`config.mk`:
```
export PLATFORM = sky130hd
export DESIGN_NAME = at_escape_and_command_line_front_core_flat
export DESIGN_NICKNAME = d
export VERILOG_FILES = /design/src/rtl/atf_pkg.sv /design/src/rtl/atf_if.sv /design/src/rtl/atf_datapath.sv /design/src/rtl/atf_ctrl.sv /design/src/rtl/at_escape_and_command_line_front_core.sv /design/src/flat_wrapper.sv
export SDC_FILE = /design/constraint.sdc
export NUM_CORES = 1
export LEC_CHECK = 0
export ABC_AREA = 1
export BUFFER_PORTS_ARGS = -buffer_cell sky130_fd_sc_hd__buf_2
export CAP_MARGIN = 30
export CORE_MARGIN = 3
export CORE_UTILIZATION = 43
export CTS_CLUSTER_SIZE = 40
export DETAILED_ROUTE_END_ITERATION = 16
export GPL_TIMING_DRIVEN = 0
export SYNTH_ARGS = -nofsm -noshare
export SYNTH_HDL_FRONTEND = slang
export SYNTH_SLANG_ARGS = --single-unit
```
`constraint.sdc`:
```
create_clock -name i_clk -period 4 [get_ports i_clk]
set_clock_uncertainty 0.1 [all_clocks]
set_input_delay 0 -clock i_clk [delete_from_list [all_inputs] [get_ports i_clk]]
set_output_delay 0 -clock i_clk [all_outputs]
set_load 0.01 [all_outputs]
```
`src/rtl/atf_pkg.sv`:
```
// Package of the AT escape and command line front end: codes, constants,
// controller/datapath command and status types. No dependencies.
`default_nettype none

package atf_pkg;

    // Configuration register indexes
    localparam int unsigned CFG_IDX_W = 3;
    localparam logic [CFG_IDX_W-1:0] CFG_ESCAPE_CHAR  = 3'd0;
    localparam logic [CFG_IDX_W-1:0] CFG_EOL_CHAR     = 3'd1;
    localparam logic [CFG_IDX_W-1:0] CFG_BS_CHAR      = 3'd2;
    localparam logic [CFG_IDX_W-1:0] CFG_GUARD_TICKS  = 3'd3;
    localparam logic [CFG_IDX_W-1:0] CFG_ECHO_ENABLE  = 3'd4;

    // Configuration reset values
    localparam logic [7:0] RST_ESCAPE_CHAR = 8'd43;
    localparam logic [7:0] RST_EOL_CHAR    = 8'd13;
    localparam logic [7:0] RST_BS_CHAR     = 8'd8;
    localparam logic [7:0] RST_GUARD_TICKS = 8'd50;
    localparam logic       RST_ECHO_ENABLE = 1'b1;

    // Result kinds
    localparam logic [2:0] KIND_LINE_BYTE = 3'd0;
    localparam logic [2:0] KIND_ECHO      = 3'd1;
    localparam logic [2:0] KIND_CMD_CHAR  = 3'd2;
    localparam logic [2:0] KIND_LINE_END  = 3'd3;
    localparam logic [2:0] KIND_REPEAT    = 3'd4;
    localparam logic [2:0] KIND_ENTERED   = 3'd5;

    // Characters
    localparam logic [7:0] CH_A        = 8'h41;
    localparam logic [7:0] CH_T        = 8'h54;
    localparam logic [7:0] CH_SLASH    = 8'h2F;
    localparam logic [7:0] CH_SPACE    = 8'h20;
    localparam logic [7:0] CH_BS_ECHO  = 8'h08;
    localparam logic [7:0] CH_LOWER_A  = 8'h61;
    localparam logic [7:0] CH_LOWER_Z  = 8'h7A;
    localparam logic [7:0] CASE_OFFSET = 8'd32;

    // Escape characters in a complete escape sequence
    localparam logic [1:0] ESC_RUN = 2'd3;

    typedef enum logic [3:0] {
        S_IDLE,
        S_DECIDE,
        S_ESC,
        S_BYTE,
        S_ENTERED,
        S_ECHO,
        S_ECHO_T,
        S_ECHO_BS,
        S_ECHO_SP,
        S_REPEAT,
        S_LINE_RD,
        S_LINE,
        S_LEN
    } t_state;

    typedef enum logic [1:0] {
        PH_WAIT_A,
        PH_WAIT_T,
        PH_COLLECT
    } t_phase;

    // What follows a command-mode byte's echo, or its decision when echo is off
    typedef enum logic [2:0] {
        ACT_NONE,
        ACT_REPEAT,
        ACT_ECHO_T,
        ACT_ECHO_BS,
        ACT_LINE
    } t_act;

    typedef enum logic [3:0] {
        SEL_ESC_LINE,
        SEL_RAW_LINE,
        SEL_ENTERED,
        SEL_ECHO_RAW,
        SEL_ECHO_T,
        SEL_ECHO_BS,
        SEL_ECHO_SP,
        SEL_REPEAT,
        SEL_STORE,
        SEL_LEN
    } t_emit_sel;

    typedef enum logic [1:0] {
        LOP_NONE,
        LOP_CLEAR,
        LOP_PUSH,
        LOP_POP
    } t_line_op;

    typedef struct packed {
        logic      load;
        logic      emit;
        t_emit_sel emit_sel;
        logic      emit_last;
        t_line_op  line_op;
        logic      rd_start;
        logic      rd_next;
    } t_dp_cmd;

    typedef struct packed {
        logic kind;
        logic is_esc;
        logic gap_gt_guard;
        logic gap_lt_guard;
        logic is_a;
        logic is_t;
        logic is_slash;
        logic is_bs;
        logic is_eol;
        logic echo_en;
        logic line_empty;
        logic line_full;
        logic line_done;
        logic out_free;
    } t_dp_sts;

endpackage

`default_nettype wire

```
`src/rtl/atf_if.sv`:
```
// Handshake interfaces of the AT front end: item, result and config write.
// Depends on atf_pkg.
`default_nettype none

interface atf_item_if;
    logic        valid;
    logic        ready;
    logic        kind;
    logic [7:0]  host_byte;
    logic [15:0] gap_ticks;
    modport source (output valid, kind, host_byte, gap_ticks, input ready);
    modport sink   (input valid, kind, host_byte, gap_ticks, output ready);
endinterface

interface atf_result_if;
    logic       valid;
    logic       ready;
    logic [2:0] out_kind;
    logic [7:0] out_value;
    logic       last_of_run;
    modport source (output valid, out_kind, out_value, last_of_run, input ready);
    modport sink   (input valid, out_kind, out_value, last_of_run, output ready);
endinterface

interface atf_cfg_if;
    import atf_pkg::*;
    logic                 valid;
    logic                 ready;
    logic [CFG_IDX_W-1:0] index;
    logic [7:0]           data;
    modport source (output valid, index, data, input ready);
    modport sink   (input valid, index, data, output ready);
endinterface

`default_nettype wire

```
`src/rtl/atf_datapath.sv`:
```
// Datapath of the AT front end: config registers, item register, line store,
// read port and output register. Depends on atf_pkg.
`default_nettype none

module atf_datapath #(
    parameter int LINE_DEPTH = 40
) (
    input  wire logic                         i_clk,
    input  wire logic                         i_rst_n,
    input  wire atf_pkg::t_dp_cmd             i_cmd,
    output atf_pkg::t_dp_sts                  o_sts,
    input  wire logic                         i_kind,
    input  wire logic [7:0]                   i_host_byte,
    input  wire logic [15:0]                  i_gap_ticks,
    input  wire logic                         i_cfg_valid,
    input  wire logic [atf_pkg::CFG_IDX_W-1:0] i_cfg_index,
    input  wire logic [7:0]                   i_cfg_data,
    output logic                              o_out_valid,
    input  wire logic                         i_out_ready,
    output logic [2:0]                        o_out_kind,
    output logic [7:0]                        o_out_value,
    output logic                              o_last_of_run
);
    import atf_pkg::*;

    localparam int ADDR_W = $clog2(LINE_DEPTH);
    localparam int LEN_W  = $clog2(LINE_DEPTH + 1);

    logic [7:0]        r_escape_char;
    logic [7:0]        r_eol_char;
    logic [7:0]        r_bs_char;
    logic [7:0]        r_guard_ticks;
    logic              r_echo_enable;

    logic              r_kind;
    logic [7:0]        r_byte;
    logic [15:0]       r_gap;

    logic [7:0]        r_mem [LINE_DEPTH];
    logic [LEN_W-1:0]  r_line_len;
    logic [LEN_W-1:0]  r_rd_idx;
    logic [7:0]        r_rd_data;
    logic [ADDR_W-1:0] rd_addr;

    logic              r_out_valid;
    logic [2:0]        r_out_kind;
    logic [7:0]        r_out_value;
    logic              r_out_last;

    logic [7:0]        upper;
    logic              out_free;
    logic [2:0]        emit_kind;
    logic [7:0]        emit_value;

    // Config write port, always ready
    always_ff @(posedge i_clk) begin
        if (!i_rst_n) begin
            r_escape_char <= RST_ESCAPE_CHAR;
            r_eol_char    <= RST_EOL_CHAR;
            r_bs_char     <= RST_BS_CHAR;
            r_guard_ticks <= RST_GUARD_TICKS;
            r_echo_enable <= RST_ECHO_ENABLE;
        end else if (i_cfg_valid) begin
            unique case (i_cfg_index)
                CFG_ESCAPE_CHAR: r_escape_char <= i_cfg_data;
                CFG_EOL_CHAR:    r_eol_char    <= i_cfg_data;
                CFG_BS_CHAR:     r_bs_char     <= i_cfg_data;
                CFG_GUARD_TICKS: r_guard_ticks <= i_cfg_data;
                CFG_ECHO_ENABLE: r_echo_enable <= i_cfg_data[0];
                default: ;
            endcase
        end
    end

    always_ff @(posedge i_clk) begin
        if (i_cmd.load) begin
            r_kind <= i_kind;
            r_byte <= i_host_byte;
            r_gap  <= i_gap_ticks;
        end
    end

    always_comb begin
        upper = r_byte;
        if (r_byte >= CH_LOWER_A && r_byte <= CH_LOWER_Z) begin
            upper = r_byte - CASE_OFFSET;
        end
    end

    // Line length
    always_ff @(posedge i_clk) begin
        if (!i_rst_n) begin
            r_line_len <= '0;
        end else begin
            unique case (i_cmd.line_op)
                LOP_CLEAR: r_line_len <= '0;
                LOP_PUSH:  r_line_len <= r_line_len + 1'b1;
                LOP_POP:   r_line_len <= r_line_len - 1'b1;
                default: ;
            endcase
        end
    end

    // Line store: one write, one registered read
    always_ff @(posedge i_clk) begin
        if (i_cmd.line_op == LOP_PUSH) begin
            r_mem[r_line_len[ADDR_W-1:0]] <= upper;
        end
    end

    assign rd_addr = i_cmd.rd_start ? '0 : r_rd_idx[ADDR_W-1:0];

    always_ff @(posedge i_clk) begin
        if (i_cmd.rd_start || i_cmd.rd_next) begin
            r_rd_data <= r_mem[rd_addr];
        end
    end

    always_ff @(posedge i_clk) begin
        if (!i_rst_n) begin
            r_rd_idx <= '0;
        end else if (i_cmd.rd_start) begin
            r_rd_idx <= LEN_W'(1);
        end else if (i_cmd.rd_next) begin
            r_rd_idx <= r_rd_idx + 1'b1;
        end
    end

    always_comb begin
        unique case (i_cmd.emit_sel)
            SEL_ESC_LINE: begin emit_kind = KIND_LINE_BYTE; emit_value = r_escape_char; end
            SEL_RAW_LINE: begin emit_kind = KIND_LINE_BYTE; emit_value = r_byte;        end
            SEL_ENTERED:  begin emit_kind = KIND_ENTERED;   emit_value = r_escape_char; end
            SEL_ECHO_RAW: begin emit_kind = KIND_ECHO;      emit_value = r_byte;        end
            SEL_ECHO_T:   begin emit_kind = KIND_ECHO;      emit_value = CH_T;          end
            SEL_ECHO_BS:  begin emit_kind = KIND_ECHO;      emit_value = CH_BS_ECHO;    end
            SEL_ECHO_SP:  begin emit_kind = KIND_ECHO;      emit_value = CH_SPACE;      end
            SEL_REPEAT:   begin emit_kind = KIND_REPEAT;    emit_value = '0;            end
            SEL_STORE:    begin emit_kind = KIND_CMD_CHAR;  emit_value = r_rd_data;     end
            SEL_LEN:      begin emit_kind = KIND_LINE_END;  emit_value = 8'(r_line_len); end
            default:      begin emit_kind = KIND_LINE_BYTE; emit_value = r_byte;        end
        endcase
    end

    // Output register
    assign out_free = !r_out_valid || i_out_ready;

    always_ff @(posedge i_clk) begin
        if (!i_rst_n) begin
            r_out_valid <= 1'b0;
        end else if (i_cmd.emit) begin
            r_out_valid <= 1'b1;
        end else if (i_out_ready) begin
            r_out_valid <= 1'b0;
        end
    end

    always_ff @(posedge i_clk) begin
        if (i_cmd.emit) begin
            r_out_kind  <= emit_kind;
            r_out_value <= emit_value;
            r_out_last  <= i_cmd.emit_last;
        end
    end

    assign o_out_valid   = r_out_valid;
    assign o_out_kind    = r_out_kind;
    assign o_out_value   = r_out_value;
    assign o_last_of_run = r_out_last;

    always_comb begin
        o_sts.kind         = r_kind;
        o_sts.is_esc       = (r_byte == r_escape_char);
        o_sts.gap_gt_guard = (r_gap > {8'd0, r_guard_ticks});
        o_sts.gap_lt_guard = (r_gap < {8'd0, r_guard_ticks});
        o_sts.is_a         = (upper == CH_A);
        o_sts.is_t         = (upper == CH_T);
        o_sts.is_slash     = (upper == CH_SLASH);
        o_sts.is_bs        = (upper == r_bs_char);
        o_sts.is_eol       = (upper == r_eol_char);
        o_sts.echo_en      = r_echo_enable;
        o_sts.line_empty   = (r_line_len == '0);
        o_sts.line_full    = (r_line_len == LEN_W'(LINE_DEPTH));
        o_sts.line_done    = (r_rd_idx == r_line_len);
        o_sts.out_free     = out_free;
    end

endmodule

`default_nettype wire

```
`src/rtl/atf_ctrl.sv`:
```
// Controller of the AT front end: mode and escape state, decision on each
// item and the result sequencer. Depends on atf_pkg.
`default_nettype none

module atf_ctrl (
    input  wire logic             i_clk,
    input  wire logic             i_rst_n,
    input  wire logic             i_in_valid,
    output logic                  o_in_ready,
    input  wire atf_pkg::t_dp_sts i_sts,
    output atf_pkg::t_dp_cmd      o_cmd
);
    import atf_pkg::*;

    t_state     r_state, n_state;
    logic       r_data_mode, n_data_mode;
    logic       r_esc_held, n_esc_held;
    logic [1:0] r_esc_cnt, n_esc_cnt;
    t_phase     r_phase, n_phase;
    logic       r_just, n_just;
    logic [1:0] r_esc_left, n_esc_left;
    t_act       r_act, n_act;

    t_state     d_next;
    t_act       d_act;
    t_line_op   d_lop;
    logic [1:0] d_esc_n;

    function automatic t_state act_state(input t_act act, input logic empty);
        t_state s;
        unique case (act)
            ACT_REPEAT:  s = S_REPEAT;
            ACT_ECHO_T:  s = S_ECHO_T;
            ACT_ECHO_BS: s = S_ECHO_BS;
            ACT_LINE:    s = empty ? S_LEN : S_LINE_RD;
            default:     s = S_IDLE;
        endcase
        return s;
    endfunction

    // Decision on the item held in the datapath
    always_comb begin
        d_next      = S_IDLE;
        d_act       = ACT_NONE;
        d_lop       = LOP_NONE;
        d_esc_n     = r_esc_left;
        n_data_mode = r_data_mode;
        n_esc_held  = r_esc_held;
        n_esc_cnt   = r_esc_cnt;
        n_phase     = r_phase;
        n_just      = r_just;
        if (r_state == S_DECIDE) begin
            if (i_sts.kind) begin
                n_data_mode = 1'b1;
                n_esc_held  = 1'b0;
                n_esc_cnt   = '0;
                n_just      = 1'b0;
            end else if (r_data_mode) begin
                if (!r_esc_held) begin
                    if (i_sts.is_esc && i_sts.gap_gt_guard) begin
                        n_esc_held = 1'b1;
                        n_esc_cnt  = 2'd1;
                    end else begin
                        d_next = S_BYTE;
                    end
                end else if (!i_sts.is_esc) begin
                    // broken off: release held escapes, then the byte
                    d_esc_n    = r_esc_cnt;
                    d_next     = S_ESC;
                    n_esc_held = 1'b0;
                    n_esc_cnt  = '0;
                end else if (r_esc_cnt == ESC_RUN - 2'd1) begin
                    n_data_mode = 1'b0;
                    n_esc_held  = 1'b0;
                    n_esc_cnt   = '0;
                    n_phase     = PH_WAIT_A;
                    n_just      = 1'b1;
                    d_next      = S_ENTERED;
                end else begin
                    n_esc_cnt = r_esc_cnt + 2'd1;
                end
            end else if (r_just && i_sts.gap_lt_guard) begin
                // quick byte right after escape: back to data mode
                n_just      = 1'b0;
                d_esc_n     = ESC_RUN;
                d_next      = S_ESC;
                n_data_mode = 1'b1;
                n_esc_held  = 1'b0;
                n_esc_cnt   = '0;
            end else begin
                n_just = 1'b0;
                unique case (r_phase)
                    PH_WAIT_T: begin
                        if (i_sts.is_t) begin
                            d_lop   = LOP_CLEAR;
                            n_phase = PH_COLLECT;
                        end else begin
                            if (i_sts.is_slash) begin
                                d_act = ACT_REPEAT;
                            end
                            n_phase = PH_WAIT_A;
                        end
                    end
                    PH_COLLECT: begin
                        if (i_sts.is_bs) begin
                            if (i_sts.line_empty) begin
                                if (i_sts.echo_en) begin
                                    d_act = ACT_ECHO_T;
                                end
                            end else begin
                                d_lop = LOP_POP;
                                if (i_sts.echo_en) begin
                                    d_act = ACT_ECHO_BS;
                                end
                            end
                        end else if (i_sts.is_eol) begin
                            d_act   = ACT_LINE;
                            n_phase = PH_WAIT_A;
                        end else if (!i_sts.line_full) begin
                            d_lop = LOP_PUSH;
                        end
                    end
                    default: begin
                        n_phase = i_sts.is_a ? PH_WAIT_T : PH_WAIT_A;
                    end
                endcase
                d_next = i_sts.echo_en ? S_ECHO : act_state(d_act, i_sts.line_empty);
            end
        end
    end

    // Next state
    always_comb begin
        n_state    = r_state;
        n_act      = r_act;
        n_esc_left = r_esc_left;
        unique case (r_state)
            S_IDLE: begin
                if (i_in_valid) begin
                    n_state = S_DECIDE;
                end
            end
            S_DECIDE: begin
                n_state    = d_next;
                n_act      = d_act;
                n_esc_left = d_esc_n;
            end
            S_ESC: begin
                if (i_sts.out_free) begin
                    n_esc_left = r_esc_left - 2'd1;
                    if (r_esc_left == 2'd1) begin
                        n_state = S_BYTE;
                    end
                end
            end
            S_BYTE, S_ENTERED, S_ECHO_T, S_ECHO_SP, S_REPEAT, S_LEN: begin
                if (i_sts.out_free) begin
                    n_state = S_IDLE;
                end
            end
            S_ECHO: begin
                if (i_sts.out_free) begin
                    n_state = act_state(r_act, i_sts.line_empty);
                end
            end
            S_ECHO_BS: begin
                if (i_sts.out_free) begin
                    n_state = S_ECHO_SP;
                end
            end
            S_LINE_RD: begin
                n_state = S_LINE;
            end
            S_LINE: begin
                if (i_sts.out_free && i_sts.line_done) begin
                    n_state = S_LEN;
                end
            end
            default: begin
                n_state = S_IDLE;
            end
        endcase
    end

    // Outputs
    always_comb begin
        o_cmd          = '0;
        o_cmd.emit_sel = SEL_RAW_LINE;
        o_cmd.line_op  = LOP_NONE;
        o_in_ready     = 1'b0;
        unique case (r_state)
            S_IDLE: begin
                o_in_ready = 1'b1;
                o_cmd.load = i_in_valid;
            end
            S_DECIDE: begin
                o_cmd.line_op = d_lop;
            end
            S_ESC: begin
                o_cmd.emit     = i_sts.out_free;
                o_cmd.emit_sel = SEL_ESC_LINE;
            end
            S_BYTE: begin
                o_cmd.emit      = i_sts.out_free;
                o_cmd.emit_sel  = SEL_RAW_LINE;
                o_cmd.emit_last = 1'b1;
            end
            S_ENTERED: begin
                o_cmd.emit      = i_sts.out_free;
                o_cmd.emit_sel  = SEL_ENTERED;
                o_cmd.emit_last = 1'b1;
            end
            S_ECHO: begin
                o_cmd.emit      = i_sts.out_free;
                o_cmd.emit_sel  = SEL_ECHO_RAW;
                o_cmd.emit_last = (r_act == ACT_NONE);
            end
            S_ECHO_T: begin
                o_cmd.emit      = i_sts.out_free;
                o_cmd.emit_sel  = SEL_ECHO_T;
                o_cmd.emit_last = 1'b1;
            end
            S_ECHO_BS: begin
                o_cmd.emit     = i_sts.out_free;
                o_cmd.emit_sel = SEL_ECHO_BS;
            end
            S_ECHO_SP: begin
                o_cmd.emit      = i_sts.out_free;
                o_cmd.emit_sel  = SEL_ECHO_SP;
                o_cmd.emit_last = 1'b1;
            end
            S_REPEAT: begin
                o_cmd.emit      = i_sts.out_free;
                o_cmd.emit_sel  = SEL_REPEAT;
                o_cmd.emit_last = 1'b1;
            end
            S_LINE_RD: begin
                o_cmd.rd_start = 1'b1;
            end
            S_LINE: begin
                o_cmd.emit     = i_sts.out_free;
                o_cmd.emit_sel = SEL_STORE;
                o_cmd.rd_next  = i_sts.out_free && !i_sts.line_done;
            end
            S_LEN: begin
                o_cmd.emit      = i_sts.out_free;
                o_cmd.emit_sel  = SEL_LEN;
                o_cmd.emit_last = 1'b1;
            end
            default: ;
        endcase
    end

    always_ff @(posedge i_clk) begin
        if (!i_rst_n) begin
            r_state     <= S_IDLE;
            r_data_mode <= 1'b0;
            r_esc_held  <= 1'b0;
            r_esc_cnt   <= '0;
            r_phase     <= PH_WAIT_A;
            r_just      <= 1'b0;
            r_esc_left  <= '0;
            r_act       <= ACT_NONE;
        end else begin
            r_state     <= n_state;
            r_data_mode <= n_data_mode;
            r_esc_held  <= n_esc_held;
            r_esc_cnt   <= n_esc_cnt;
            r_phase     <= n_phase;
            r_just      <= n_just;
            r_esc_left  <= n_esc_left;
            r_act       <= n_act;
        end
    end

endmodule

`default_nettype wire

```
`src/rtl/at_escape_and_command_line_front_core.sv`:
```
// Top level of the AT escape and command line front end.
// Depends on atf_pkg, atf_if.sv, atf_ctrl and atf_datapath.
//
//   Channel  Dir  Payload                          Request moves
//   i_in     in   kind, host_byte, gap_ticks       one host byte or data-mode order
//   o_out    out  out_kind, out_value, last_of_run one result
//   i_cfg    in   index, data                      one register write (always ready)
//
// Sequence: an item is accepted, then decoded, then its results go out one per
// cycle while the output register has room; releasing a non-empty command line
// first reads the line store. The result sequencer in atf_ctrl sets this order.
// Reset: synchronous; no clearing pass, the line store holds no reset value
// and only entries below the line length are read.
// Stalls: results go through a one-entry output register; i_in.ready is low from
// acceptance until the item's last result (if any) sits in that register.
`default_nettype none

module at_escape_and_command_line_front_core #(
    parameter int LINE_DEPTH = 40
) (
    input  wire logic  i_clk,
    input  wire logic  i_rst_n,
    atf_item_if.sink   i_in,
    atf_result_if.source o_out,
    atf_cfg_if.sink    i_cfg
);
    import atf_pkg::*;

    t_dp_cmd cmd;
    t_dp_sts sts;
    logic    in_ready;

    assign i_in.ready  = in_ready;
    assign i_cfg.ready = 1'b1;   // registers take a write every cycle

    // Mode, escape and phase tracking plus the result sequencer
    atf_ctrl u_ctrl (
        .i_clk      (i_clk),
        .i_rst_n    (i_rst_n),
        .i_in_valid (i_in.valid),
        .o_in_ready (in_ready),
        .i_sts      (sts),
        .o_cmd      (cmd)
    );

    // Registers, line store and output stage
    atf_datapath #(
        .LINE_DEPTH (LINE_DEPTH)
    ) u_datapath (
        .i_clk         (i_clk),
        .i_rst_n       (i_rst_n),
        .i_cmd         (cmd),
        .o_sts         (sts),
        .i_kind        (i_in.kind),
        .i_host_byte   (i_in.host_byte),
        .i_gap_ticks   (i_in.gap_ticks),
        .i_cfg_valid   (i_cfg.valid),
        .i_cfg_index   (i_cfg.index),
        .i_cfg_data    (i_cfg.data),
        .o_out_valid   (o_out.valid),
        .i_out_ready   (o_out.ready),
        .o_out_kind    (o_out.out_kind),
        .o_out_value   (o_out.out_value),
        .o_last_of_run (o_out.last_of_run)
    );

endmodule

`default_nettype wire

```
`src/flat_wrapper.sv`:
```
// flat-port wrapper written by rule: the top's interface ports become plain ports
module at_escape_and_command_line_front_core_flat import atf_pkg::*;
#(
    parameter int LINE_DEPTH = 40
)
  (i_clk, i_rst_n, i_in_valid, i_in_kind, i_in_host_byte, i_in_gap_ticks, i_in_ready, o_out_valid, o_out_out_kind, o_out_out_value, o_out_last_of_run, o_out_ready, i_cfg_valid, i_cfg_index, i_cfg_data, i_cfg_ready);
  atf_item_if i_in_i ();
  atf_result_if o_out_i ();
  atf_cfg_if i_cfg_i ();
  input  wire logic i_clk;
  input  wire logic i_rst_n;
  input wire logic [$bits(i_in_i.valid)-1:0] i_in_valid;
  input wire logic [$bits(i_in_i.kind)-1:0] i_in_kind;
  input wire logic [$bits(i_in_i.host_byte)-1:0] i_in_host_byte;
  input wire logic [$bits(i_in_i.gap_ticks)-1:0] i_in_gap_ticks;
  output wire logic [$bits(i_in_i.ready)-1:0] i_in_ready;
  output wire logic [$bits(o_out_i.valid)-1:0] o_out_valid;
  output wire logic [$bits(o_out_i.out_kind)-1:0] o_out_out_kind;
  output wire logic [$bits(o_out_i.out_value)-1:0] o_out_out_value;
  output wire logic [$bits(o_out_i.last_of_run)-1:0] o_out_last_of_run;
  input wire logic [$bits(o_out_i.ready)-1:0] o_out_ready;
  input wire logic [$bits(i_cfg_i.valid)-1:0] i_cfg_valid;
  input wire logic [$bits(i_cfg_i.index)-1:0] i_cfg_index;
  input wire logic [$bits(i_cfg_i.data)-1:0] i_cfg_data;
  output wire logic [$bits(i_cfg_i.ready)-1:0] i_cfg_ready;
  assign i_in_i.valid = i_in_valid;
  assign i_in_i.kind = i_in_kind;
  assign i_in_i.host_byte = i_in_host_byte;
  assign i_in_i.gap_ticks = i_in_gap_ticks;
  assign i_in_ready = i_in_i.ready;
  assign o_out_valid = o_out_i.valid;
  assign o_out_out_kind = o_out_i.out_kind;
  assign o_out_out_value = o_out_i.out_value;
  assign o_out_last_of_run = o_out_i.last_of_run;
  assign o_out_i.ready = o_out_ready;
  assign i_cfg_i.valid = i_cfg_valid;
  assign i_cfg_i.index = i_cfg_index;
  assign i_cfg_i.data = i_cfg_data;
  assign i_cfg_ready = i_cfg_i.ready;
  at_escape_and_command_line_front_core #(.LINE_DEPTH(LINE_DEPTH)) u_core (.i_clk(i_clk), .i_rst_n(i_rst_n), .i_in(i_in_i), .o_out(o_out_i), .i_cfg(i_cfg_i));
endmodule
```
==> results of run 1 <==
## per-stage QoR
step | total power [mW] | std cells | setup slack [ps]
finish | 9.985 | 2374 | 177.3
detailed placement | 5.634 | 2210 | -1223
global placement | 5.583 | 2201 | -2400
floorplan | 5.375 | 1615 | 101.3
global route | 10.29 | 2373 | -37.55
CTS | 10.03 | 2368 | -19.19
## layout by cell type (no fill, tap or decap), drive strengths merged, types with 2 or more instances in the layout
master       count
nor2           341
nor3b            2
nand3b           4
nand2          140
o32ai           40
o22ai            5
o311ai          40
buf            105
inv            115
a311oi           2
dlygate4sd3     53
nor3             6
a221oi           3
dfxtp           62
o211ai          45
nor4             7
a31oi            3
clkbuf         113
edfxtp         365
xnor2            4
xor2            13
or2              2
o21ai          127
o21bai          42
o2111ai          2
nand4           18
clkinv          22
bufinv           7
a22oi            5
a21oi           54
a211oi           5
ha              17
nand3           64
## metal layers
metal | part of all wire (%) | vias to the layer above | wire length, um
li1 | - | 6245 | -
met2 | 45 | 501 | 23230
met4 | 3.1 | 2 | 1618
met3 | 7.6 | 104 | 3971
met1 | 44 | 6616 | 23080
met5 | 0.025 | - | 13
## report_power, final
group | switching, mW | internal (mW)
Sequential | 0.0459 | 4.96
Clock | 1.77 | 2.58
Combinational | 0.427 | 0.206
## cell families (layout without fill, tap and decap cells)
group	count (synthesis)	in the layout	share of synthesized area, %
adder cells (fa/ha/maj)	18	18	1.275
AND/OR/NAND/NOR	581	585	13.28
flip-flops	427	427	66.86
buffers and inverters	195	417	4.182
XOR/XNOR	17	17	0.8159
AO/OA/AOI/OAI	376	376	13.56
other	1	2	0.02055
## area by class of cell
class                           instances  area, um2
Antenna cell                            1      2.502
Buffer                                 78      325.3
Clock buffer                           56       1189
Clock inverter                         29      345.3
Fill cell                            3502      19310
Inverter                              116      440.4
Multi-Input combinational cell        997       5715
Sequential cell                       427      12200
Tap cell                              532      665.6
Timing Repair Buffer                  138       1189
## timing repair
action	in CTS	in global routing
setup endpoints to repair	325	299
hold buffers	53	0
gates resized for setup	79	20
pin swaps	10	9
hold endpoints to repair	97	0
buffers inserted	17	5
cloned	3	1
## state kept, by name (all words and copies together) (netlist names)
signal and cells:
u_core.u_datapath.o_out_valid 1, u_core.u_ctrl.r_esc_left 2, u_core.u_ctrl.r_state 4, u_core.u_ctrl.r_esc_cnt 2, u_core.u_ctrl.r_esc_held 1, u_core.u_datapath.r_line_len 6
u_core.u_ctrl.r_phase 2, u_core.u_datapath.r_echo_enable 1, u_core.u_ctrl.r_data_mode 1, u_core.u_datapath.r_mem 320, u_core.u_datapath.o_last_of_run 1, u_core.u_datapath.r_escape_char 8
u_core.u_ctrl.r_act 3, u_core.u_datapath.o_out_kind 3, u_core.u_datapath.r_gap 16, u_core.u_datapath.r_byte 8, u_core.u_datapath.r_kind 1, u_core.u_ctrl.r_just 1
u_core.u_datapath.r_rd_idx 6, u_core.u_datapath.r_rd_data 8, u_core.u_datapath.o_out_value 8, u_core.u_datapath.r_guard_ticks 8, u_core.u_datapath.r_bs_char 8, u_core.u_datapath.r_eol_char 8
## final timing paths
| path | from | end | slack, ps | cells past startpoint |
|---|---|---|---|---|
| setup / recovery | u_core.u_datapath.r_byte[0]$_DFFE_PP_ | u_core.u_datapath.r_mem[20][2]$_DFFE_PP_ | 180 | 15 |
| hold / removal | i_in_kind | u_core.u_datapath.r_kind$_DFFE_PP_ | 30 | 2 |
| setup reg to reg | u_core.u_datapath.r_byte[0]$_DFFE_PP_ | u_core.u_datapath.r_mem[20][2]$_DFFE_PP_ | 180 | 15 |
| hold reg to reg | u_core.u_ctrl.r_esc_left[1]$_SDFFE_PN0P_ | u_core.u_ctrl.r_esc_left[1]$_SDFFE_PN0P_ | 370 | 2 |
==> qor.txt, run 1 <==
Power Dens Cells - 452.3 nW/um2
GRT Residual Overflow - 0
Ports - 56
Max stage delay cell, worst path - edfxtp_1
Worst Tran Pin Value - 923.8 ps
Max stage delay on crit path - 500 ps
Max Root-Sink Buffers - 3
dominant cells by area after synthesis - edfxtp_1 (60%), nor2_1 (6.9%), dfxtp_1 (6.8%), o21ai_0 (3.5%), nand2_1 (2.8%)
Nets - 1863
router iterations before antenna repair - 6
first-pass GRT wire length - 77850 um
# DRC - 0
CP arrival - 3960 ps
Cell Area, Synth - 18250 um2
crit share post-route - 95.57%
dpl cell area - 19410 um2
CTS tree - built
die span in y - 212.0 um
total of max-cap violations - 0
grt met3 use - 4.264%
status - finished clean
synth unique cells - 49
Layout area overhead - 20.96%
CP bufs+invs - 2
critical path endpoint category - flip-flop
num rows - 74
DRT antenna net count - 0
vias in the first global route - 12.98k
met1 global-route usage - 33.43%
most common cell in the netlist - edfxtp_1
CP required - 4140 ps
pins over their slew limit - 0
Avg WL per Cell - 21.87 um
worst-path cell chain - buf_2 -> nand2_1 -> nand2_1 -> nand2_2 -> nand4_1 -> nand2_8 -> nor2_1 -> nor2_2 -> nand4_1 -> o21ai_1 -> nand2_2 -> buf_4 -> nor2_1 -> nand3_2 -> nor2_2
kind of critical path - flip-flop to flip-flop
H-tree levels - 2
Vias/cell - 5.673
Iter 0 DRT Violations - 1519
Tmin final - 3823 ps
synth warn - 0
Vias - 13.47k
total global-route track usage - 23.02%
largest area contributor in the netlist - edfxtp_1
Top delay family on crit path - simple AND/OR/NAND/NOR gates
EDFF count, synth - 365
Peak Freq - 261.6 MHz
Post-synth top cells - edfxtp_1 (365), nor2_1 (335), nand2_1 (135)
initial antenna violation count - 2
final hold slack - 28.13 ps
Leakage - 7.733 nW
fraction of registers with async set or reset after synthesis - 0%
Post-Syn Instances - 1615
Syn Nets - 1674
WL final - 51920 um
core area - 41390 um2
Final Cell Area - 22070 um2
routability cong. - 0.9503
Worst slew margin - 38.42%
Die ar. - 44950 um2
final-report hold violation count - 0
met2 Use GR - 34.97%
DIE WIDTH - 212.0 um
Final Setup Violations - 0
Synth Flop Type - edfxtp_1
layout cells sized above 1 - 13.80%
HPWL Detailed - 34690 um
largest net degree at the start of global routing - 44
Num CTS Buffers - 46
port bufs - 54
Starting Density - 44.09%
busiest grt layer - met2
CP Launch Type - flip-flop
post-synth top area share - 60.06%
Critical Path Fanout Max - 8
HP Class - input port to flip-flop
register area share after synthesis - 66.86%
Root Buffer - clkbuf_16
fin util - 53.33%
clock sink count - 427
maximum vdd drop - 0.3254 mV
Worst-path clk slew - 60 ps
flops & latches, synth - 427
Avg Inst Size Synth - 11.30 um2
Clk Latency, worst-skew pair - 580 ps
final setup TNS - 0 ps
(Power assumes the default switching activity.)
==> run 2, diff against run 1 <==
--- a/config.mk
+++ b/config.mk
@@ -6,13 +6,17 @@
 export NUM_CORES = 1
 export LEC_CHECK = 0
 export ABC_AREA = 1
+export ABC_CLOCK_PERIOD_IN_PS = 4000
 export BUFFER_PORTS_ARGS = -buffer_cell sky130_fd_sc_hd__buf_2
-export CAP_MARGIN = 30
+export CAP_MARGIN = 15
+export CELL_PAD_IN_SITES_DETAIL_PLACEMENT = 1
+export CELL_PAD_IN_SITES_GLOBAL_PLACEMENT = 1
 export CORE_MARGIN = 3
 export CORE_UTILIZATION = 43
 export CTS_CLUSTER_SIZE = 40
 export DETAILED_ROUTE_END_ITERATION = 16
 export GPL_TIMING_DRIVEN = 0
+export PLACE_DENSITY_LB_ADDON = 0.1
 export SYNTH_ARGS = -nofsm -noshare
 export SYNTH_HDL_FRONTEND = slang
 export SYNTH_SLANG_ARGS = --single-unit
==> run 2 against run 1 <==
Compared with the run above:
- power shrank 1.4%
- utilization grew 0.58 points
- die area is the same
- critical path type unchanged
- critical endpoint is now u_core.u_datapath.r_mem[24][3]$_DFFE_PP_
- first-iteration DRC count shrank 28%
==> qor.txt, run 2 (synthesized netlist as in run 1, its figures left out) <==
first-pass GRT wire length - 86850 um (was 77850 um)
Worst-path clk slew - 60 ps (about the same)
Max stage delay on crit path - 510 ps (was 500 ps)
placed cell count - 2209 (was 2210)
Vias - 13.84k (was 13.47k)
register share of total power - 50.9% (was 50.1%)
CTS tree - built (unchanged)
kind of critical path - flip-flop to flip-flop (unchanged)
CP required - 4150 ps (was 4140 ps)
status - finished clean (unchanged)
HPWL Detailed - 39280 um (was 34690 um)
layout cells sized above 1 - 14.98% (was 13.80%)
Sw Ratio - 23.78% (was 22.43%)
CP arrival - 3990 ps (was 3960 ps)
Root Buffer - clkbuf_16 (unchanged)
pins over their slew limit - 0 (unchanged)
Worst slew margin - 39.88% (was 38.42%)
vias in the first global route - 14.24k (was 12.98k)
Die ar. - 44950 um2 (unchanged)
WL final - 59610 um (was 51920 um)
HP Class - input port to flip-flop (unchanged)
fin util - 53.91% (was 53.33%)
Comb pwr share - 7.0% (was 6.3%)
clock network power share - 42.1% (was 43.5%)
die span in y - 212.0 um (unchanged)
Leakage - 7.839 nW (was 7.733 nW)
worst-path cell chain - buf_6 -> nand2_1 -> nand2_1 -> nand2_2 -> nand4_1 -> buf_6 -> nand2_8 -> nor2_1 -> nor2_2 -> nand4_1 -> o21ai_2 -> nand2_2 -> buf_4 -> inv_1 -> nand3_2 -> nor2_4 (was buf_2 -> nand2_1 -> nand2_1 -> nand2_2 -> nand4_1 -> nand2_8 -> nor2_1 -> nor2_2 -> nand4_1 -> o21ai_1 -> nand2_2 -> buf_4 -> nor2_1 -> nand3_2 -> nor2_2)
Max Root-Sink Buffers - 3 (unchanged)
DIE WIDTH - 212.0 um (unchanged)
clock sink count - 427 (unchanged)
Nets - 1892 (was 1863)
router iterations before antenna repair - 6 (unchanged)
dpl cell area - 19380 um2 (was 19410 um2)
num rows - 74 (unchanged)
Top delay family on crit path - simple AND/OR/NAND/NOR gates (unchanged)
H-tree levels - 2 (unchanged)
Internal Power - 7.502 mW (was 7.745 mW)
number of flip-flops in the largest register - 320 (unchanged)
Worst Tran Pin Value - 899.3 ps (was 923.8 ps)
Iter 0 DRT Violations - 1093 (was 1519)
core area - 41390 um2 (unchanged)
Vias/cell - 5.764 (was 5.673)
maximum vdd drop - 0.4250 mV (was 0.3254 mV)
Starting Density - 44.09% (unchanged)
critical path endpoint category - flip-flop (unchanged)
most common cell after layout, fill and taps aside - edfxtp_1 (unchanged)
final-report hold violation count - 0 (unchanged)
total of max-cap violations - 0 (unchanged)
Avg WL per Cell - 24.83 um (was 21.87 um)
Clk Latency, worst-skew pair - 600 ps (was 580 ps)
GRT Residual Overflow - 0 (unchanged)
Max stage delay cell, worst path - edfxtp_1 (unchanged)
Tmin final - 3843 ps (was 3823 ps)
post-route insts no fill - 2401 (was 2374)
routability cong. - 0.8675 (was 0.9503)
port bufs - 54 (unchanged)
Critical Path Fanout Max - 11 (was 8)
Antenna diodes - 0 (was 1)
CP Launch Type - flip-flop (unchanged)
crit share post-route - 96.07% (was 95.57%)
Ports - 56 (unchanged)
Final Cell Area - 22310 um2 (was 22070 um2)
Final Setup Violations - 0 (unchanged)
Layout area overhead - 22.27% (was 20.96%)
CP bufs+invs - 4 (was 2)
commonest non-fill, non-tap cells in the layout - edfxtp_1 (365), nor2_1 (289), nand2_1 (126), o21ai_0 (126), inv_1 (106) (was edfxtp_1 (365), nor2_1 (291), nand2_1 (126), o21ai_0 (126), inv_1 (106))
P_sw - 2.340 mW (was 2.240 mW)
total global-route track usage - 26.03% (was 23.02%)
# DRC - 0 (unchanged)
largest net degree at the start of global routing - 44 (unchanged)
initial antenna violation count - 4 (was 2)
Power Dens Cells - 441.1 nW/um2 (was 452.3 nW/um2)
Peak Freq - 260.2 MHz (was 261.6 MHz)
Num CTS Buffers - 47 (was 46)
DRT antenna net count - 0 (unchanged)
-- run 2: cell count changes in the layout (fill, tap and decap cells not counted), sizes merged --
cell / change
buf: +16
dlygate4sd3: +10
bufinv: -6
clkbuf: +6
inv: +6
clkinv: -4
clkdlybuf4s15: -1
clkinvlp: +1
diode: -1
-- run 2: worst reg2reg max path: cells and delay by family (launching register included) --
family | cells | cell delay, ps
buffers and inverters | 4 | 770
and+or+nand+nor | 11 | 1970
DFF | 1 | 510
AOI/OAI and AO/OA | 1 | 120
-- run 2: area by class of cell --
cell class / count / area [um2]
flip-flops and latches: 427 / 12200
plain buffers: 77 / 336.6
fillers: 4348 / 19070
clock buffers: 59 / 1264
inverters: 116 / 440.4
multi-input cells: 997 / 5777
well taps: 532 / 665.6
repair buffers: 167 / 1456
clock inverters: 26 / 171.4
-- run 2: per-layer routing --
metal  wire [um]  part of all wire, %  track usage, %  vias up
met5           0                    0               0        -
met4        1575                  2.6           7.714        0
met3        4096                  6.9           5.002       93
met2       27970                   47           42.83      438
met1       25960                   44           35.37     6996
li1            -                    -               -     6312
-- run 2: final timing paths --
| check | from | end | slack, ps | cells past startpoint |
|---|---|---|---|---|
| setup / recovery | u_core.u_datapath.r_byte[0]$_DFFE_PP_ | u_core.u_datapath.r_mem[24][3]$_DFFE_PP_ | 160 | 16 |
| hold / removal | i_in_host_byte[6] | u_core.u_datapath.r_byte[6]$_DFFE_PP_ | 20 | 2 |
| setup reg to reg | u_core.u_datapath.r_byte[0]$_DFFE_PP_ | u_core.u_datapath.r_mem[24][3]$_DFFE_PP_ | 160 | 16 |
| hold reg to reg | u_core.u_ctrl.r_esc_left[1]$_SDFFE_PN0P_ | u_core.u_ctrl.r_esc_left[1]$_SDFFE_PN0P_ | 360 | 2 |
-- run 2: power groups by stage --
stage	combinational, mW	clock (mW)	sequential, mW
2_1_floorplan	0.262	0	5.11
3_5_place_dp	0.511	0	5.13
6_report	0.689	4.14	5.01
4_1_cts	0.635	4.19	5.01
3_3_place_gp	0.414	0	5.17
5_1_grt	0.748	4.38	5.01
-- run 2: repair_timing --
item / 4_1_cts / 5_1_grt
hold endpoints to repair: 104 / 0
cloned: 3 / 3
endpoints found under the setup margin: 329 / 247
buffers inserted: 21 / 18
pin swaps: 12 / 5
hold buffers: 63 / 0
gates resized for setup: 90 / 31
-- run 2: stage by stage --
stage	TNS (ps)	setup slack [ps]	power [mW]	hold WS [ps]
floorplan	0	101.3	5.375	-1.131
global placement	-713140	-2333	5.585	76.79
detailed placement	-389170	-1448	5.639	78.72
CTS	0	0.2158	9.830	0.1276
global route	-51.42	-26.45	10.14	31.72
finish	0	157.3	9.843	20.61
==> run 3, diff against run 2 <==
--- a/config.mk
+++ b/config.mk
@@ -12,11 +12,12 @@
 export CELL_PAD_IN_SITES_DETAIL_PLACEMENT = 1
 export CELL_PAD_IN_SITES_GLOBAL_PLACEMENT = 1
 export CORE_MARGIN = 3
-export CORE_UTILIZATION = 43
+export CORE_UTILIZATION = 26
 export CTS_CLUSTER_SIZE = 40
 export DETAILED_ROUTE_END_ITERATION = 16
 export GPL_TIMING_DRIVEN = 0
 export PLACE_DENSITY_LB_ADDON = 0.1
+export RECOVER_POWER = 50
 export SYNTH_ARGS = -nofsm -noshare
 export SYNTH_HDL_FRONTEND = slang
 export SYNTH_SLANG_ARGS = --single-unit
==> run 3 against run 2 <==
Compared with the run above:
- hold slack improved by 110 ps
- global-route usage fell by 8.5 points
- wire length rose by 8.4%
- non-clock buffer count rose by 4
- clock power rose by 8.7%
- sequential share of layout area fell by 1.9 points
- utilization fell by 20 points
- worst setup slack improved by 17 ps
- via count fell by 3.3%
- largest power group unchanged
- highest routed layer unchanged
==> qor.txt, run 3 (synthesized netlist as in run 1, its figures left out) <==
dpl cell area - 20010 um2 (was 19380 um2)
Final Setup Violations - 0 (unchanged)
Nets - 1900 (was 1892)
port bufs - 54 (unchanged)
Avg WL per Cell - 23.00 um (was 24.83 um)
Final Cell Area - 23120 um2 (was 22310 um2)
multi-input logic area - 5801 um2 (was 5777 um2)
critical path endpoint category - flip-flop (unchanged)
CTS tree - built (unchanged)
worst-path cell chain - nor2_2 -> inv_1 -> nor2_4 -> nor2_2 -> buf_2 -> clkbuf_1 -> o32ai_1 -> o211ai_1 -> nand3_1 -> nand3_1 -> nand2_1 (was buf_6 -> nand2_1 -> nand2_1 -> nand2_2 -> nand4_1 -> buf_6 -> nand2_8 -> nor2_1 -> nor2_2 -> nand4_1 -> o21ai_2 -> nand2_2 -> buf_4 -> inv_1 -> nand3_2 -> nor2_4)
worst reg2reg path depth - 11 (was 16)
Num CTS Buffers - 51 (was 47)
Top delay family on crit path - simple AND/OR/NAND/NOR gates (unchanged)
Vias/cell - 4.762 (was 5.764)
Ports - 56 (unchanged)
HP Class - input port to flip-flop (unchanged)
final-report hold violation count - 0 (unchanged)
total chip power - 10.22 mW (was 9.843 mW)
num rows - 96 (was 74)
Worst slew margin - 37.10% (was 39.88%)
die span in y - 270.9 um (was 212.0 um)
CP arrival - 4060 ps (was 3990 ps)
Clk Latency, worst-skew pair - 600 ps (about the same)
CP required - 4230 ps (was 4150 ps)
Antenna diodes - 0 (unchanged)
HPWL Detailed - 44600 um (was 39280 um)
initial antenna violation count - 0 (was 4)
reg2reg end - u_core.u_datapath.r_rd_data[5]$_DFFE_PP_ (was u_core.u_datapath.r_mem[24][3]$_DFFE_PP_)
CP Launch Type - flip-flop (unchanged)
Max stage delay cell, worst path - clkbuf_1 (was edfxtp_1)
commonest non-fill, non-tap cells in the layout - edfxtp_1 (365), nor2_1 (288), nand2_1 (126) (was edfxtp_1 (365), nor2_1 (289), nand2_1 (126), o21ai_0 (126), inv_1 (106))
router iterations before antenna repair - 5 (was 6)
first-pass GRT wire length - 94800 um (was 86850 um)
Max Root-Sink Buffers - 3 (unchanged)
DRT antenna net count - 0 (unchanged)
status - finished clean (unchanged)
total of max-cap violations - 0 (unchanged)
kind of critical path - flip-flop to flip-flop (unchanged)
Tmin final - 3825 ps (was 3843 ps)
Iter 0 DRT Violations - 682 (was 1093)
routability cong. - 0.8111 (was 0.8675)
layout cells sized above 1 - 14.68% (was 14.98%)
Critical R2R Launch - u_core.u_ctrl.r_state[2]$_SDFFE_PN0P_ (was u_core.u_datapath.r_byte[0]$_DFFE_PP_)
maximum vdd drop - 0.3265 mV (was 0.4250 mV)
Worst-path clk slew - 60 ps (about the same)
Place WS - -1840 ps (was -1448 ps)
Worst Tran Pin Value - 940.9 ps (was 899.3 ps)
Max stage delay on crit path - 590 ps (was 510 ps)
register area - 12200 um2 (unchanged)
GRT Residual Overflow - 0 (unchanged)
Vias - 13.39k (was 13.84k)
pins over their slew limit - 0 (unchanged)
crit share post-route - 95.63% (was 96.07%)
flop2flop setup slack - 170 ps (was 160 ps)
Layout area overhead - 26.68% (was 22.27%)
H-tree levels - 2 (unchanged)
core area - 69070 um2 (was 41390 um2)
Root Buffer - clkbuf_16 (unchanged)
fin util - 33.47% (was 53.91%)
CP endpoint - u_core.u_datapath.r_rd_data[5]$_DFFE_PP_ (was u_core.u_datapath.r_mem[24][3]$_DFFE_PP_)
Starting Density - 26.42% (was 44.09%)
most common cell after layout, fill and taps aside - edfxtp_1 (unchanged)
final hold slack - 134.9 ps (was 20.61 ps)
Power Dens Cells - 442.1 nW/um2 (was 441.1 nW/um2)
number of cells on the critical path - 11 (was 16)
clock sink count - 427 (unchanged)
Worst Setup SP - u_core.u_ctrl.r_state[2]$_SDFFE_PN0P_ (was u_core.u_datapath.r_byte[0]$_DFFE_PP_)
vias in the first global route - 14.07k (was 14.24k)
# DRC - 0 (unchanged)
RSZ-0062 raised after global routing - true
total global-route track usage - 17.49% (was 26.03%)
Final WS setup - 174.7 ps (was 157.3 ps)
largest net degree at the start of global routing - 26 (was 44)
Leakage - 7.938 nW (was 7.839 nW)
Critical Path Fanout Max - 10 (was 11)
number of flip-flops in the largest register - 320 (unchanged)
DIE WIDTH - 270.9 um (was 212.0 um)
FILL cells - 7591 (was 4348)
Die ar. - 73400 um2 (was 44950 um2)
Peak Freq - 261.4 MHz (was 260.2 MHz)
CP bufs+invs - 3 (was 4)
WL final - 64640 um (was 59610 um)
==> run 3: worst register-to-register path, delay by kind of cell, from the launching register on <==
| kind | cells | cell delay [ps] |
|---|---|---|
| AND/OR/NAND/NOR | 6 | 1190 |
| AO/OA/AOI/OAI | 2 | 690 |
| buffers and inverters | 3 | 1150 |
| flip-flops | 1 | 440 |
==> run 3: report_power, final <==
| group | internal, mW | switching (mW) | leakage [nW] |
|---|---|---|---|
| registers | 4.96 | 0.0429 | 3.80 |
| clock network | 2.59 | 1.91 | 0.780 |
| logic | 0.249 | 0.471 | 3.36 |
==> run 3: repair_timing <==
action / CTS / global route
endpoints found under the setup margin: 336 / 221
gates cloned: 4 / 0
hold endpoints to repair: 103 / 0
hold buffers: 75 / 0
gates resized for setup: 103 / 22
pin swaps: 16 / 3
buffers inserted: 23 / 7
==> run 3: worst min path at each step <==
stage / startpoint / end / slack (ps) / depth (start not counted)
finish: i_cfg_data[3] / u_core.u_datapath.r_eol_char[3]$_SDFFE_PN1P_ / 130 / 4
CTS: i_cfg_data[3] / u_core.u_datapath.r_eol_char[3]$_SDFFE_PN1P_ / 100 / 4
detailed placement: i_in_gap_ticks[11] / u_core.u_datapath.r_gap[11]$_DFFE_PP_ / 80 / 1
global placement: i_in_gap_ticks[11] / u_core.u_datapath.r_gap[11]$_DFFE_PP_ / 80 / 1
global route: i_cfg_data[3] / u_core.u_datapath.r_eol_char[3]$_SDFFE_PN1P_ / 130 / 4
floorplan: i_in_host_byte[0] / u_core.u_datapath.r_byte[0]$_DFFE_PP_ / -1 / 0
==> run 3: per-stage QoR <==
step,setup TNS [ps],instances
after floorplan,0,1615
after global placement,-954450,2600
after detailed placement,-498450,2613
after CTS,0,2806
after global routing,-6.386,2811
final,0,2811
==> run 3: layout make-up <==
| cell class | instances | area share, % |
|---|---|---|
| Tap cell | 931 | 5.039 |
| Sequential cell | 427 | 52.78 |
| Buffer | 76 | 1.396 |
| Multi-Input combinational cell | 997 | 25.09 |
| Inverter | 116 | 1.905 |
| Clock inverter | 27 | 1.093 |
| Timing Repair Buffer | 172 | 6.852 |
| Clock buffer | 65 | 5.840 |
==> run 3: metal layers <==
metal,vias to the layer above,routed length [um],GRT usage (%)
met5,-,0,0
met4,0,1635,4.997
met3,80,2568,2.864
met2,244,30360,28.73
met1,6729,30070,23.79
li1,6334,-,-
